### src/sv/hts_pkg.sv
package hts_pkg;

    // Item kinds.
    localparam logic [1:0] OP_SAMPLE = 2'd0;
    localparam logic [1:0] OP_TICK   = 2'd1;
    localparam logic [1:0] OP_FORCE  = 2'd2;

    // Mode codes, shared by the force request and the result.
    localparam logic [1:0] MODE_IDLE = 2'd0;
    localparam logic [1:0] MODE_HEAT = 2'd1;
    localparam logic [1:0] MODE_COOL = 2'd2;

    // Configuration register indexes.
    localparam logic [2:0] CFG_FORCED_HEAT = 3'd0;
    localparam logic [2:0] CFG_FORCED_COOL = 3'd1;
    localparam logic [2:0] CFG_HEAT_OFF    = 3'd2;
    localparam logic [2:0] CFG_COOL_OFF    = 3'd3;
    localparam logic [2:0] CFG_HEAT_ON     = 3'd4;
    localparam logic [2:0] CFG_COOL_ON     = 3'd5;
    localparam logic [2:0] CFG_LOW_LIMIT   = 3'd6;
    localparam logic [2:0] CFG_HIGH_LIMIT  = 3'd7;

    localparam int unsigned CFG_IDX_W  = 3;
    localparam int unsigned CFG_DATA_W = 8;
    localparam int unsigned ELAPSED_W  = 17;

    localparam logic [ELAPSED_W-1:0] MS_PER_HALFSEC = 17'd500;
    localparam logic [ELAPSED_W-1:0] ELAPSED_MAX    = 17'h1FFFF;

    typedef struct packed {
        logic [1:0]         opcode;
        logic signed [11:0] temperature;
        logic [1:0]         force_mode;
    } t_in_word;

    typedef struct packed {
        logic [1:0] mode;
        logic       forced;
        logic       force_done;
    } t_out_word;

    typedef struct packed {
        logic [7:0] forced_heat_halfsec;
        logic [7:0] forced_cool_halfsec;
        logic [7:0] heat_off_hyst_half;
        logic [7:0] cool_off_hyst_half;
        logic [7:0] heat_on_hyst_half;
        logic [7:0] cool_on_hyst_half;
        logic [7:0] low_limit_deg;
        logic [7:0] high_limit_deg;
    } t_cfg;

endpackage

### src/sv/hts_cfg.sv
module hts_cfg (
    input  logic                           i_clk,
    input  logic                           i_rst_n,
    input  logic                           i_cfg_we,
    input  logic [hts_pkg::CFG_IDX_W-1:0]  i_cfg_index,
    input  logic [hts_pkg::CFG_DATA_W-1:0] i_cfg_data,
    output hts_pkg::t_cfg                  o_cfg
);

    hts_pkg::t_cfg r_cfg;

    always_ff @(posedge i_clk) begin
        if (!i_rst_n) begin
            r_cfg.forced_heat_halfsec <= 8'd10;
            r_cfg.forced_cool_halfsec <= 8'd10;
            r_cfg.heat_off_hyst_half  <= 8'd4;
            r_cfg.cool_off_hyst_half  <= 8'd4;
            r_cfg.heat_on_hyst_half   <= 8'd2;
            r_cfg.cool_on_hyst_half   <= 8'd2;
            r_cfg.low_limit_deg       <= 8'd24;
            r_cfg.high_limit_deg      <= 8'd27;
        end else if (i_cfg_we) begin
            unique case (i_cfg_index)
                hts_pkg::CFG_FORCED_HEAT: r_cfg.forced_heat_halfsec <= i_cfg_data;
                hts_pkg::CFG_FORCED_COOL: r_cfg.forced_cool_halfsec <= i_cfg_data;
                hts_pkg::CFG_HEAT_OFF:    r_cfg.heat_off_hyst_half  <= i_cfg_data;
                hts_pkg::CFG_COOL_OFF:    r_cfg.cool_off_hyst_half  <= i_cfg_data;
                hts_pkg::CFG_HEAT_ON:     r_cfg.heat_on_hyst_half   <= i_cfg_data;
                hts_pkg::CFG_COOL_ON:     r_cfg.cool_on_hyst_half   <= i_cfg_data;
                hts_pkg::CFG_LOW_LIMIT:   r_cfg.low_limit_deg       <= i_cfg_data;
                hts_pkg::CFG_HIGH_LIMIT:  r_cfg.high_limit_deg      <= i_cfg_data;
                default: ;
            endcase
        end
    end

    assign o_cfg = r_cfg;

endmodule

### src/sv/hts_ctrl.sv
module hts_ctrl (
    input  logic               i_clk,
    input  logic               i_rst_n,
    input  logic               i_fire,
    input  hts_pkg::t_in_word  i_word,
    input  hts_pkg::t_cfg      i_cfg,
    output hts_pkg::t_out_word o_result
);

    logic [1:0]                    r_mode;
    logic                          r_forced;
    logic [hts_pkg::ELAPSED_W-1:0] r_elapsed;

    logic [1:0]                    n_mode;
    logic                          n_forced;
    logic [hts_pkg::ELAPSED_W-1:0] n_elapsed;
    logic                          w_done;

    logic signed [13:0] w_t;
    logic signed [13:0] w_lo;
    logic signed [13:0] w_hi;
    logic signed [13:0] w_cool_on_th;
    logic signed [13:0] w_heat_on_th;
    logic signed [13:0] w_heat_off_th;
    logic signed [13:0] w_cool_off_th;
    logic [7:0]                    w_dur_half;
    logic [hts_pkg::ELAPSED_W-1:0] w_dur;
    logic [hts_pkg::ELAPSED_W-1:0] w_elapsed_inc;

    // Limits are whole degrees (x16), hysteresis half degrees (x8); all fit 14 bits signed.
    assign w_t  = {{2{i_word.temperature[11]}}, i_word.temperature};
    assign w_lo = $signed({2'b00, i_cfg.low_limit_deg, 4'b0000});
    assign w_hi = $signed({2'b00, i_cfg.high_limit_deg, 4'b0000});
    assign w_cool_on_th  = w_hi + $signed({3'b000, i_cfg.cool_on_hyst_half, 3'b000});
    assign w_heat_on_th  = w_lo - $signed({3'b000, i_cfg.heat_on_hyst_half, 3'b000});
    assign w_heat_off_th = w_lo + $signed({3'b000, i_cfg.heat_off_hyst_half, 3'b000});
    assign w_cool_off_th = w_hi - $signed({3'b000, i_cfg.cool_off_hyst_half, 3'b000});

    assign w_dur_half = (r_mode == hts_pkg::MODE_COOL) ? i_cfg.forced_cool_halfsec
                                                       : i_cfg.forced_heat_halfsec;
    assign w_dur = hts_pkg::ELAPSED_W'({9'd0, w_dur_half} * hts_pkg::MS_PER_HALFSEC);
    assign w_elapsed_inc = (r_elapsed < hts_pkg::ELAPSED_MAX) ? r_elapsed + 1'b1 : r_elapsed;

    always_comb begin
        n_mode    = r_mode;
        n_forced  = r_forced;
        n_elapsed = r_elapsed;
        w_done    = 1'b0;
        case (i_word.opcode)
            hts_pkg::OP_SAMPLE: begin
                if (!r_forced) begin
                    case (r_mode)
                        hts_pkg::MODE_IDLE: begin
                            if (!(w_t < w_hi && w_t > w_lo)) begin
                                if (w_t > w_cool_on_th) begin
                                    n_mode = hts_pkg::MODE_COOL;
                                end else if (w_t < w_heat_on_th) begin
                                    n_mode = hts_pkg::MODE_HEAT;
                                end
                            end
                        end
                        hts_pkg::MODE_HEAT: begin
                            if (w_t > w_heat_off_th) begin
                                n_mode = hts_pkg::MODE_IDLE;
                            end
                        end
                        hts_pkg::MODE_COOL: begin
                            if (w_t < w_cool_off_th) begin
                                n_mode = hts_pkg::MODE_IDLE;
                            end
                        end
                        default: n_mode = hts_pkg::MODE_IDLE;
                    endcase
                end
            end
            hts_pkg::OP_TICK: begin
                if (r_forced) begin
                    n_elapsed = w_elapsed_inc;
                    if (w_elapsed_inc >= w_dur) begin
                        n_forced = 1'b0;
                        w_done   = 1'b1;
                    end
                end
            end
            hts_pkg::OP_FORCE: begin
                if (i_word.force_mode == hts_pkg::MODE_HEAT ||
                    i_word.force_mode == hts_pkg::MODE_COOL) begin
                    n_mode    = i_word.force_mode;
                    n_forced  = 1'b1;
                    n_elapsed = '0;
                end
            end
            default: ;
        endcase
    end

    always_ff @(posedge i_clk) begin
        if (!i_rst_n) begin
            r_mode    <= hts_pkg::MODE_IDLE;
            r_forced  <= 1'b0;
            r_elapsed <= '0;
        end else if (i_fire) begin
            r_mode    <= n_mode;
            r_forced  <= n_forced;
            r_elapsed <= n_elapsed;
        end
    end

    assign o_result.mode       = n_mode;
    assign o_result.forced     = n_forced;
    assign o_result.force_done = w_done;

    a_done_clears_forced: assert property (@(posedge i_clk) disable iff (!i_rst_n)
        (i_fire && w_done) |=> !r_forced)
        else $error("forced flag still set after the forced period expired");

    a_forced_needs_request: assert property (@(posedge i_clk) disable iff (!i_rst_n)
        (!r_forced && !(i_fire && i_word.opcode == hts_pkg::OP_FORCE)) |=> !r_forced)
        else $error("forced flag set without a force request");

    a_request_restarts_timer: assert property (@(posedge i_clk) disable iff (!i_rst_n)
        (i_fire && i_word.opcode == hts_pkg::OP_FORCE &&
         (i_word.force_mode == hts_pkg::MODE_HEAT ||
          i_word.force_mode == hts_pkg::MODE_COOL))
        |=> (r_forced && r_elapsed == '0 && r_mode == $past(i_word.force_mode)))
        else $error("force request did not restart the timer");

    a_no_tick_when_free: assert property (@(posedge i_clk) disable iff (!i_rst_n)
        (i_fire && i_word.opcode == hts_pkg::OP_TICK && !r_forced)
        |=> $stable(r_elapsed))
        else $error("timer moved while no forced period ran");

endmodule

### src/sv/hysteresis_thermostat_controller.sv
// Three-mode hysteresis thermostat. Each input word is a temperature sample (sixteenths of a
// degree), a millisecond tick or a force request, and each yields exactly one result word
// with the mode after the item, the forced flag and a one-shot force_done on the expiring
// tick. Words pass an input register and a result register with the state update between
// them, so the block takes one word per clock while the output is not stalled; the result
// word is registered as its input word fires, and a full, stalled result register stalls the
// input. Configuration registers must be written through the plain write port only while
// no word is in flight; the block itself does not enforce this.
module hysteresis_thermostat_controller (
    input  logic                           i_clk,
    input  logic                           i_rst_n,
    input  logic                           i_in_valid,
    output logic                           o_in_stall,
    input  hts_pkg::t_in_word              i_in_word,
    output logic                           o_out_valid,
    input  logic                           i_out_stall,
    output hts_pkg::t_out_word             o_out_word,
    input  logic                           i_cfg_we,
    input  logic [hts_pkg::CFG_IDX_W-1:0]  i_cfg_index,
    input  logic [hts_pkg::CFG_DATA_W-1:0] i_cfg_data
);

    logic               r_in_valid;
    hts_pkg::t_in_word  r_in_word;
    logic               r_out_valid;
    hts_pkg::t_out_word r_out_word;

    logic               w_advance;
    logic               w_fire;
    hts_pkg::t_cfg      w_cfg;
    hts_pkg::t_out_word w_result;

    // The held word moves on whenever the result register is empty or being drained.
    assign w_advance  = !r_out_valid || !i_out_stall;
    assign w_fire     = r_in_valid && w_advance;
    assign o_in_stall = r_in_valid && !w_advance;

    hts_cfg u_cfg (
        .i_clk       (i_clk),
        .i_rst_n     (i_rst_n),
        .i_cfg_we    (i_cfg_we),
        .i_cfg_index (i_cfg_index),
        .i_cfg_data  (i_cfg_data),
        .o_cfg       (w_cfg)
    );

    hts_ctrl u_ctrl (
        .i_clk    (i_clk),
        .i_rst_n  (i_rst_n),
        .i_fire   (w_fire),
        .i_word   (r_in_word),
        .i_cfg    (w_cfg),
        .o_result (w_result)
    );

    always_ff @(posedge i_clk) begin
        if (!i_rst_n) begin
            r_in_valid  <= 1'b0;
            r_out_valid <= 1'b0;
        end else begin
            if (!o_in_stall) begin
                r_in_valid <= i_in_valid;
            end
            if (w_advance) begin
                r_out_valid <= r_in_valid;
            end
        end
    end

    always_ff @(posedge i_clk) begin
        if (!o_in_stall && i_in_valid) begin
            r_in_word <= i_in_word;
        end
        if (w_fire) begin
            r_out_word <= w_result;
        end
    end

    assign o_out_valid = r_out_valid;
    assign o_out_word  = r_out_word;

endmodule

### config.mk
export PLATFORM = sky130hd
export DESIGN_NAME = hysteresis_thermostat_controller
export DESIGN_NICKNAME = d
export VERILOG_FILES = /design/src/sv/hts_pkg.sv /design/src/sv/hts_cfg.sv /design/src/sv/hts_ctrl.sv /design/src/sv/hysteresis_thermostat_controller.sv
export SDC_FILE = /design/constraint.sdc
export NUM_CORES = 1
export LEC_CHECK = 0
export ABC_AREA = 1
export BUFFER_PORTS_ARGS = -buffer_cell sky130_fd_sc_hd__buf_4
export CORE_ASPECT_RATIO = 2
export CORE_MARGIN = 10
export CORE_UTILIZATION = 25
export DETAILED_ROUTE_END_ITERATION = 10
export GPL_TIMING_DRIVEN = 0
export SLEW_MARGIN = 10
export SYNTH_ARGS = -nofsm -noshare
export SYNTH_HDL_FRONTEND = slang
export SYNTH_SLANG_ARGS = --single-unit
### constraint.sdc
create_clock -name i_clk -period 5.8 [get_ports i_clk]
set_input_delay 0.29 -clock i_clk [delete_from_list [all_inputs] [get_ports i_clk]]
set_output_delay 0.29 -clock i_clk [all_outputs]
set_load 0.01 [all_outputs]
Yosys cells after proc, flatten, opt, wreduce, memory -nomap -nowiden

Index checks and enable logic that the tools add are counted.

Bits of input ports: 32
Logic and storage cells: 91
Output and inout port bits: 6
Register bits: 106

Multipliers: 1
Eq/ne operators: 15
$add $sub $neg: 5
Mux-type cells: 19
Reduce and logical (&&, ||, !) cells: 24
$lt $le $gt $ge: 8

Operators by type and width:

| kind                                              | count |
|---|---|
| two-way mux 17 bit                                | 3 |
| < comparator 12 x 13 -> 1 bit                     | 3 |
| one-hot mux 17 bit (2 select lines)               | 1 |
| greater-than comparator 12 x 14 -> 1 bit          | 2 |
| adder 12 x 11 -> 13 bit                           | 2 |
| subtractor 12 x 11 -> 13 bit                      | 2 |
| AND reduction 2 bit                               | 9 |
| adder 17 x 1 -> 17 bit, second input constant     | 1 |
| greater-or-equal comparator 17 bit                | 1 |
| < comparator 17 bit, second input constant        | 1 |
| multiplier 8 x 7 -> 15 bit, second input constant | 1 |
| two-way mux 2 bit                                 | 7 |
| greater-than comparator 12 x 13 -> 1 bit          | 1 |
| == test 3 bit, second input constant              | 4 |
| two-way mux 8 bit                                 | 1 |
| == test 2 x 1 -> 1 bit, second input constant     | 3 |
| == test 2 bit, second input constant              | 3 |
| == test 3 x 2 -> 1 bit, second input constant     | 2 |
| one-hot mux 2 bit (3 select lines)                | 1 |
| logical AND 1 bit                                 | 4 |
| zero test 1 bit                                   | 4 |
| zero test 2 bit                                   | 2 |
| two-way mux 1 bit                                 | 4 |
| != test 2 x 1 -> 1 bit, second input constant     | 2 |
| other kinds (7)                                   | 8 |

Depth between registers and ports, before layout

Gate-level depths: netlist of the first run.

Depth after elaboration: 8
Depth in mapped cells: 31
Depth with buffers taken out: 31

Modules after synthesis

A second synthesis of the first run with hierarchy kept.

Cells, all modules: 1214
Area, all modules: 8986.1 sq um

By module, submodules not included:

| module                           | area each (sq um) | times used | sequential area each (sq um) | cells an instance |
|---|---|---|---|---|
| hts_ctrl                         | 5718.0            | 1          | 400.4                        | 822 |
| hts_cfg                          | 2572.5            | 1          | 1281.2                       | 359 |
| hysteresis_thermostat_controller | 695.7             | 1          | 640.6                        | 33 |

Worst setup path before layout of the first run

OpenSTA, ideal clock, no wires.

Kind: reg2reg
Start point: reg u_ctrl.r_mode[0]
End point: reg r_out_word (netlist bit o_out_word[1]) (data pin)
Path slack: 0.420 ns
Library setup time: 0.127 ns
Path buffers: 1
Data required time: 5.673 ns
Stages on the path, launching flop included: 29
Period minus slack after synthesis: 5.380 ns
Arrival time: 5.253 ns
Cell sequence: dfxtp_1 inv_1 nand2_1 clkbuf_1 o21ai_0 inv_1 ha_1 inv_1 fa_1 fa_1 fa_1 inv_1 ha_1 nand2_1 o21ai_0 a21o_1 nand2_1 nand2_1 a21oi_1 o21ai_0 xnor2_1 ha_1 nand2_1 nor2_1 a211oi_1 nand3_1 nand2_1 nand2_1 inv_1

Cells in the longest elaborated chain, start to end: 7

Ends and longest elaborated chain:

| item                               | RTL line                               | source |
|---|---|---|
| start: declaration                 | hts_ctrl.sv:10                         | `logic [1:0] r_mode;` |
| start signal: assignment           | hts_ctrl.sv:99                         | `r_mode <= hts_pkg::MODE_IDLE;` |
| start signal: assignment           | hts_ctrl.sv:103                        | `r_mode <= n_mode;` |
| == test 2 bit                      | hts_ctrl.sv:39                         | `assign w_dur_half = (r_mode == hts_pkg::MODE_COOL) ? i_cfg.forced_cool_halfsec` |
| two-way mux 8 bit                  | hts_ctrl.sv:39                         |  |
| multiplier 8 x 7 -> 15 bit         | hts_ctrl.sv:41                         | `assign w_dur = hts_pkg::ELAPSED_W'({9'd0, w_dur_half} * hts_pkg::MS_PER_HALFSEC);` |
| greater-or-equal comparator 17 bit | hts_ctrl.sv:79                         | `if (w_elapsed_inc >= w_dur) begin` |
| two-way mux 1 bit                  | hts_ctrl.sv:79                         |  |
| two-way mux 1 bit                  | hts_ctrl.sv:77                         | `if (r_forced) begin` |
| one-hot mux 1 bit (2 select lines) | hts_ctrl.sv:49                         | `case (i_word.opcode)` |
| net u_ctrl.n_forced                | hts_ctrl.sv:15                         | `logic n_forced;` |
| end signal: assignment             | hysteresis_thermostat_controller.sv:75 | `r_out_word <= w_result;` |
| end: declaration                   | hysteresis_thermostat_controller.sv:26 | `hts_pkg::t_out_word r_out_word;` |

The timed path passes the listed nets, and every way through them passes these cells.
A chain may end at the register's enable or synchronous reset.

Worst setup path after layout of the first run

Same ends and word-level chain as after synthesis.

==> run metrics, run 1 <==
Die Wd 150 µm; core area 33,500 µm²; placed inst area 9260 µm²; power per cell area 256 nW/µm²; Final Core Density 29.2%; vias per cell 4.62; mean post-synth cell area 7.62 µm²; Final Critical Period 5500 ps; worst hold path depth 1; antenna violations before repair 0; die area 42,000 µm²; final instance area 9770 µm²; WHS Endpoint r_in_word[6]; P&R area growth vs syn 15.5%; Synth cell types 39; Row Count 95; Synth area leaders ha_1 21%, dfxtp_1 20%, nand2_1 8.7%; Worst R2R Path Depth 29; antenna cells 0; DRT Wirelength 24,400 µm; Net Count, Synth 1,306; Max Buffers Root-to-Sink 2; placed cell count 1,580; H-tree depth 3; Crit. Startpoint u_ctrl.r_mode[0]; gr ovfl total 0; Final #Nets 1,355; most common cell in the netlist nand2_1; CP peak stage delay 550 ps; Worst Clk Skew 10.2 ps; Hold Startpoint i_in_word[6]; Post-Place Worst Slack -966 ps; Buffers on Ports 34; final worst setup slack 298 ps; Final ANT Viol Nets 0; hold crit path type in -> reg; Num CTS Buffers 9; final std cells w/o fill 1,600; largest net degree at the start of global routing 18; fraction of final layout cells sized beyond drive strength 1 7.65%; Clock Pin Slew Worst Setup and Hold Paths 70 ps; outcome finished, final reports clean; FF+latch count, synth 106; asr flop ratio synth 0%; EDFF count, synth 20; Detailed Place HPWL 20,100 µm; reg2reg setup slack 300 ps; crit path max fanout 10; Worst setup EP type flop; DRC 0; DR iter-0 viols 274; setup violators final 0; Ports 38; Syn Inst Count 1,110; mapped cell area 8460 µm²; Final Hold Viols 0; sequential share of the synthesized area 27.5%; Hold-fix buffers, CTS 0; Achievable Freq 182 MHz; Synth area leader ha_1; all-layer global routing usage 12.0%; Max-cap violations 0; routability cong. 0.906; CP required 5940 ps; root buffer cell clkbuf_16; Worst setup SP type flop; max-slew violations 0; Worst VDD drop 118 µV; Starting Density 25.2%; first-pass detailed-route iteration total 5; vias in the first global route 7,642; Die H 280 µm; Yosys top cell area share 20.7%; Avg WL per Cell 15.3 µm; final setup TNS 0 ps; Post-synth top cells 196 x nand2_1, 175 x inv_1, 140 x ha_1; clock sinks 106; yosys warns 0; crit-path most repeated cell nand2_1; via count 7,385; TritonCTS clock tree yes; worst r2r src u_ctrl.r_mode[0]; slew margin rel. 46.6%; prevailing post-synth register cell dfxtp_1; Arrival @ worst endpoint 5640 ps; Pleak 0.00460 µW; crit path kind reg -> reg; Clock Latency Late Sink 370 ps; R2R Path End o_out_word[1]; fin crit share 94.9%; crit path max-delay cell type fa_1; Worst-Margin Slew 800 ps; global-route wire length before repair 38,900 µm
-- placed cells by master, fill, tap and decap left out, drive strengths merged, types with 7 or more instances in the layout --
cell type,instances
a21oi,115
buf,41
clkbuf,27
dfxtp,86
edfxtp,20
fa,24
ha,140
inv,177
nand2,197
nand3,36
nand4,8
nor2,107
nor3,9
o211ai,7
o21ai,85
xnor2,17
xor2,33
-- per-stage QoR --
step | total power [µW] | hold WS, ps
floorplan | 1530 | 389
detailed placement | 1780 | 445
global route | 2700 | 79.7
CTS | 2480 | 73.9
finish | 2500 | 90.4
global placement | 1760 | 434
-- per-layer routing --
layer  GRT usage [%]  vias up  share of wire [%]
met5               0        -                  0
met1            10.4     3424                 33
met4            8.96        0                7.4
li1                -     3730                  -
met2            23.7      159                 57
met3            1.36       72                2.5
-- kinds of logic after synthesis --
kind of cell	Yosys count	synth area share, %
AND/OR/NAND/NOR	364	17.7
AO/OA/AOI/OAI	230	14.5
buffers and inverters	195	8.67
XOR/XNOR	50	5.18
flip-flops	106	27.5
multiplexers	1	0.133
adder cells (fa/ha/maj)	164	26.4
-- repair_timing --
action / in CTS / in global routing
endpoints found under the hold margin: 0 / 0
gates resized for setup: 20 / 25
pin swaps: 2 / 8
endpoints found under the setup margin: 3 / 3
setup buffers: 2 / 2
-- power breakdown --
group          leakage (µW)  internal [µW]  switching [µW]  total, µW
registers          0.000895            778            29.5        808
logic               0.00355            406             611       1020
clock network      0.000160            388             291        678
-- worst max path at each step --
stage / to
3_3_place_gp: o_out_word[1]
2_1_floorplan: o_out_word[1]
3_5_place_dp: o_out_word[1]
5_1_grt: u_ctrl.r_forced
6_report: o_out_word[1]
4_1_cts: o_out_word[1]
-- flip-flops by register name, summed over array words and instances (netlist names) --
signal            count
u_cfg.o_cfg          64
u_ctrl.r_elapsed     17
r_in_word            16
o_out_word            4
u_ctrl.r_mode         2
o_out_valid           1
r_in_valid            1
u_ctrl.r_forced       1
-- area by class of cell --
class	count	area [µm²]
fill	3614	23700
multi-input combinational	809	5540
inverter	178	671
clock inverter	3	43.8
buffer	17	72.6
sequential	106	2330
tap	436	546
clock buffer	13	283
timing repair buffer	38	285
-- critical path: cells and delay by family (launching register included) --
| family | cells | cell delay (ps) |
|---|---|---|
| and+or+nand+nor | 8 | 620 |
| DFF | 1 | 360 |
| AOI/OAI and AO/OA | 7 | 990 |
| adders and majority gates | 6 | 2460 |
| buffers and inverters | 7 | 680 |
| xor gates and xnor gates | 1 | 140 |
Power figures use the tool's default switching activity.
==> run 2: changes to the inputs <==
MAX_ROUTING_LAYER = met4   (was not set)
PLACE_DENSITY_LB_ADDON = 0.3   (was not set)
==> run metrics, run 2 (synthesized netlist as in run 1, its figures left out) <==
fin crit share 95.0% (+0.13 points); first-pass detailed-route iteration total 5 (unchanged); Num CTS Buffers 9 (unchanged); TritonCTS clock tree yes; placed cell count 1,580 (unchanged); sequential power share 32.9% (+0.6 points); slew margin rel. 50.5% (+3.9 points); met2 WL 14,800 µm (+6.8%); Arrival @ worst endpoint 5630 ps (about the same); Final Critical Period 5510 ps (+7.58 ps); DRC 0 (unchanged); highest metal used met4; Setup crit end o_out_word[1]; H-tree depth 3 (unchanged); crit path max-delay cell type fa_1; switching portion of total power 38.2% (+0.97 points); Final ANT Viol Nets 0 (unchanged); Psw 938 µW (+0.74%); Detailed Place HPWL 20,600 µm (+2.3%); Final Hold Viols 0 (unchanged); CP required 5920 ps (-20 ps); crit path kind reg -> reg; crit path max fanout 6 (-4); antenna violations before repair 0 (unchanged); gr ovfl total 0 (unchanged); Clock Power Share 25.3% (-1.8 points); die area 42,000 µm² (unchanged); Worst setup SP type flop; clock sinks 106 (unchanged); max reg flops 64 (unchanged); outcome finished, final reports clean; Worst-Margin Slew 742 ps (-57.9 ps); Die H 280 µm (unchanged); most frequent cells in the layout 195 x nand2_1, 171 x inv_1, 136 x ha_1; DRT Wirelength 24,800 µm (+1.7%); global-route wire length before repair 39,100 µm (+0.66%); power per cell area 251 nW/µm² (-1.9%); via count 7,236 (-2.0%); routability cong. 0.903 (-0.38%); reg2reg setup slack 290 ps (about the same); R2R Path End o_out_word[1]; Final #Nets 1,358 (+0.22%); Final Core Density 29.2% (about the same); Worst Clk Skew 9.31 ps (-0.879 ps); delay-heaviest family, CP adder cells; hold crit path type in -> reg; Row Count 95 (unchanged); Worst setup EP type flop; max-slew violations 0 (unchanged); all-layer global routing usage 12.5% (+0.60 points); CP peak stage delay 510 ps (-40 ps); routed wire length on met3 395 µm (-35%); Hold-fix buffers, CTS 0 (unchanged); Avg WL per Cell 15.5 µm (+1.5%); Achievable Freq 181 MHz (-0.14%); RSZ-0062 raised after global routing false; crit-path most repeated cell nand2_1; Crit. Startpoint u_ctrl.r_mode[0]; instance count on the critical path 29 (unchanged); largest net degree at the start of global routing 17 (-1); FILL cells 3,724 (+3.0%); vias per cell 4.51 (-2.2%); Int Pwr 1520 µW (-3.3%); Buffers on Ports 34 (unchanged); final std cells w/o fill 1,603 (+0.19%); core area 33,500 µm² (unchanged); Ports 38 (unchanged); root buffer cell clkbuf_16; fraction of final layout cells sized beyond drive strength 1 7.80% (+0.15 points); Die Wd 150 µm (unchanged); Worst R2R Path Depth 29 (unchanged); Starting Density 25.2% (unchanged); Post-Place Worst Slack -994 ps (-27.9 ps); combinational share of power 41.8% (+1.2 points); DR iter-0 viols 324 (+18%); length of routed wiring on met1 8250 µm (+0.88%); WP buf/inv 5 (-2); Pleak 0.00461 µW (+0.13%); Worst VDD drop 131 µV (+11%); Max Buffers Root-to-Sink 2 (unchanged); commonest non-fill, non-tap cell in the layout nand2_1; Clock Pin Slew Worst Setup and Hold Paths 70 ps (about the same); worst r2r src u_ctrl.r_mode[0]; final worst setup slack 290 ps (-7.58 ps); Max-cap violations 0 (unchanged); setup violators final 0 (unchanged); Clock Latency Late Sink 370 ps (about the same); vias in the first global route 7,380 (-3.4%); P&R area growth vs syn 15.6% (about the same); antenna cells 0 (unchanged)
[run 2: changes by cell type in the layout (fill, tap and decap cells not counted), sizes merged]
cell | previous run | this run
inv | 177 | 179
bufinv | 1 | 0
buf | 41 | 44
clkinv | 3 | 2
[run 2: power by group through the flow]
stage	Sequential, µW	Clock [µW]	Combinational, µW
6_report	808	622	1030
5_1_grt	812	669	1190
4_1_cts	807	644	999
3_5_place_dp	824	0	978
3_3_place_gp	824	0	966
2_1_floorplan	811	0	715
[run 2: how the worst min path moves through the flow]
stage                    start              end  cells past startpoint
3_3_place_gp   u_cfg.o_cfg[51]  u_cfg.o_cfg[51]                      2
3_5_place_dp   u_cfg.o_cfg[51]  u_cfg.o_cfg[51]                      2
4_1_cts           i_in_word[8]     r_in_word[8]                      1
5_1_grt          i_in_word[11]    r_in_word[11]                      1
2_1_floorplan     i_in_word[0]     r_in_word[0]                      0
6_report         i_in_word[13]    r_in_word[13]                      1
[run 2: area by class of cell]
cell class / count / area [µm²] / share of cell area (%)
inverter: 178 / 671 / 6.86
tap: 436 / 546 / 5.58
clock inverter: 3 / 20.0 / 0.205
buffer: 17 / 76.3 / 0.781
timing repair buffer: 41 / 308 / 3.15
sequential: 106 / 2330 / 23.8
clock buffer: 13 / 270 / 2.76
multi-input combinational: 809 / 5560 / 56.9
[run 2: timing repair]
| item | 4_1_cts | 5_1_grt |
|---|---|---|
| hold endpoints to repair | 0 | 0 |
| pin swaps | 2 | 8 |
| gates resized for setup | 25 | 21 |
| endpoints found under the setup margin | 3 | 3 |
| setup buffers | 3 | 4 |
[run 2: per-stage QoR]
step | total power (µW) | setup TNS [ps] | cell area [µm²] | hold slack (ps)
after floorplan | 1530 | 0 | 8460 | 389
after global placement | 1790 | -3090 | 9260 | 436
after detailed placement | 1800 | -2900 | 9260 | 440
after CTS | 2450 | 0 | 9640 | 76.9
after global routing | 2670 | 0 | 9780 | 79.3
final | 2460 | 0 | 9780 | 92.3
[run 2: worst register-to-register path: cells and delay by family, from the launching register on]
family	cells	cell delay, ps
adder cells (fa/ha/maj)	7	2220
AND/OR/NAND/NOR	10	1000
AO/OA/AOI/OAI	4	730
flip-flops	1	360
multiplexers	1	360
XOR/XNOR	2	300
buffers and inverters	5	300
[run 2: layer usage]
layer / vias to the layer above / track usage [%]
met5: - / -
met4: 0 / 7.08
met3: 54 / 1.34
met2: 95 / 25.4
met1: 3352 / 10.4
li1: 3735 / -
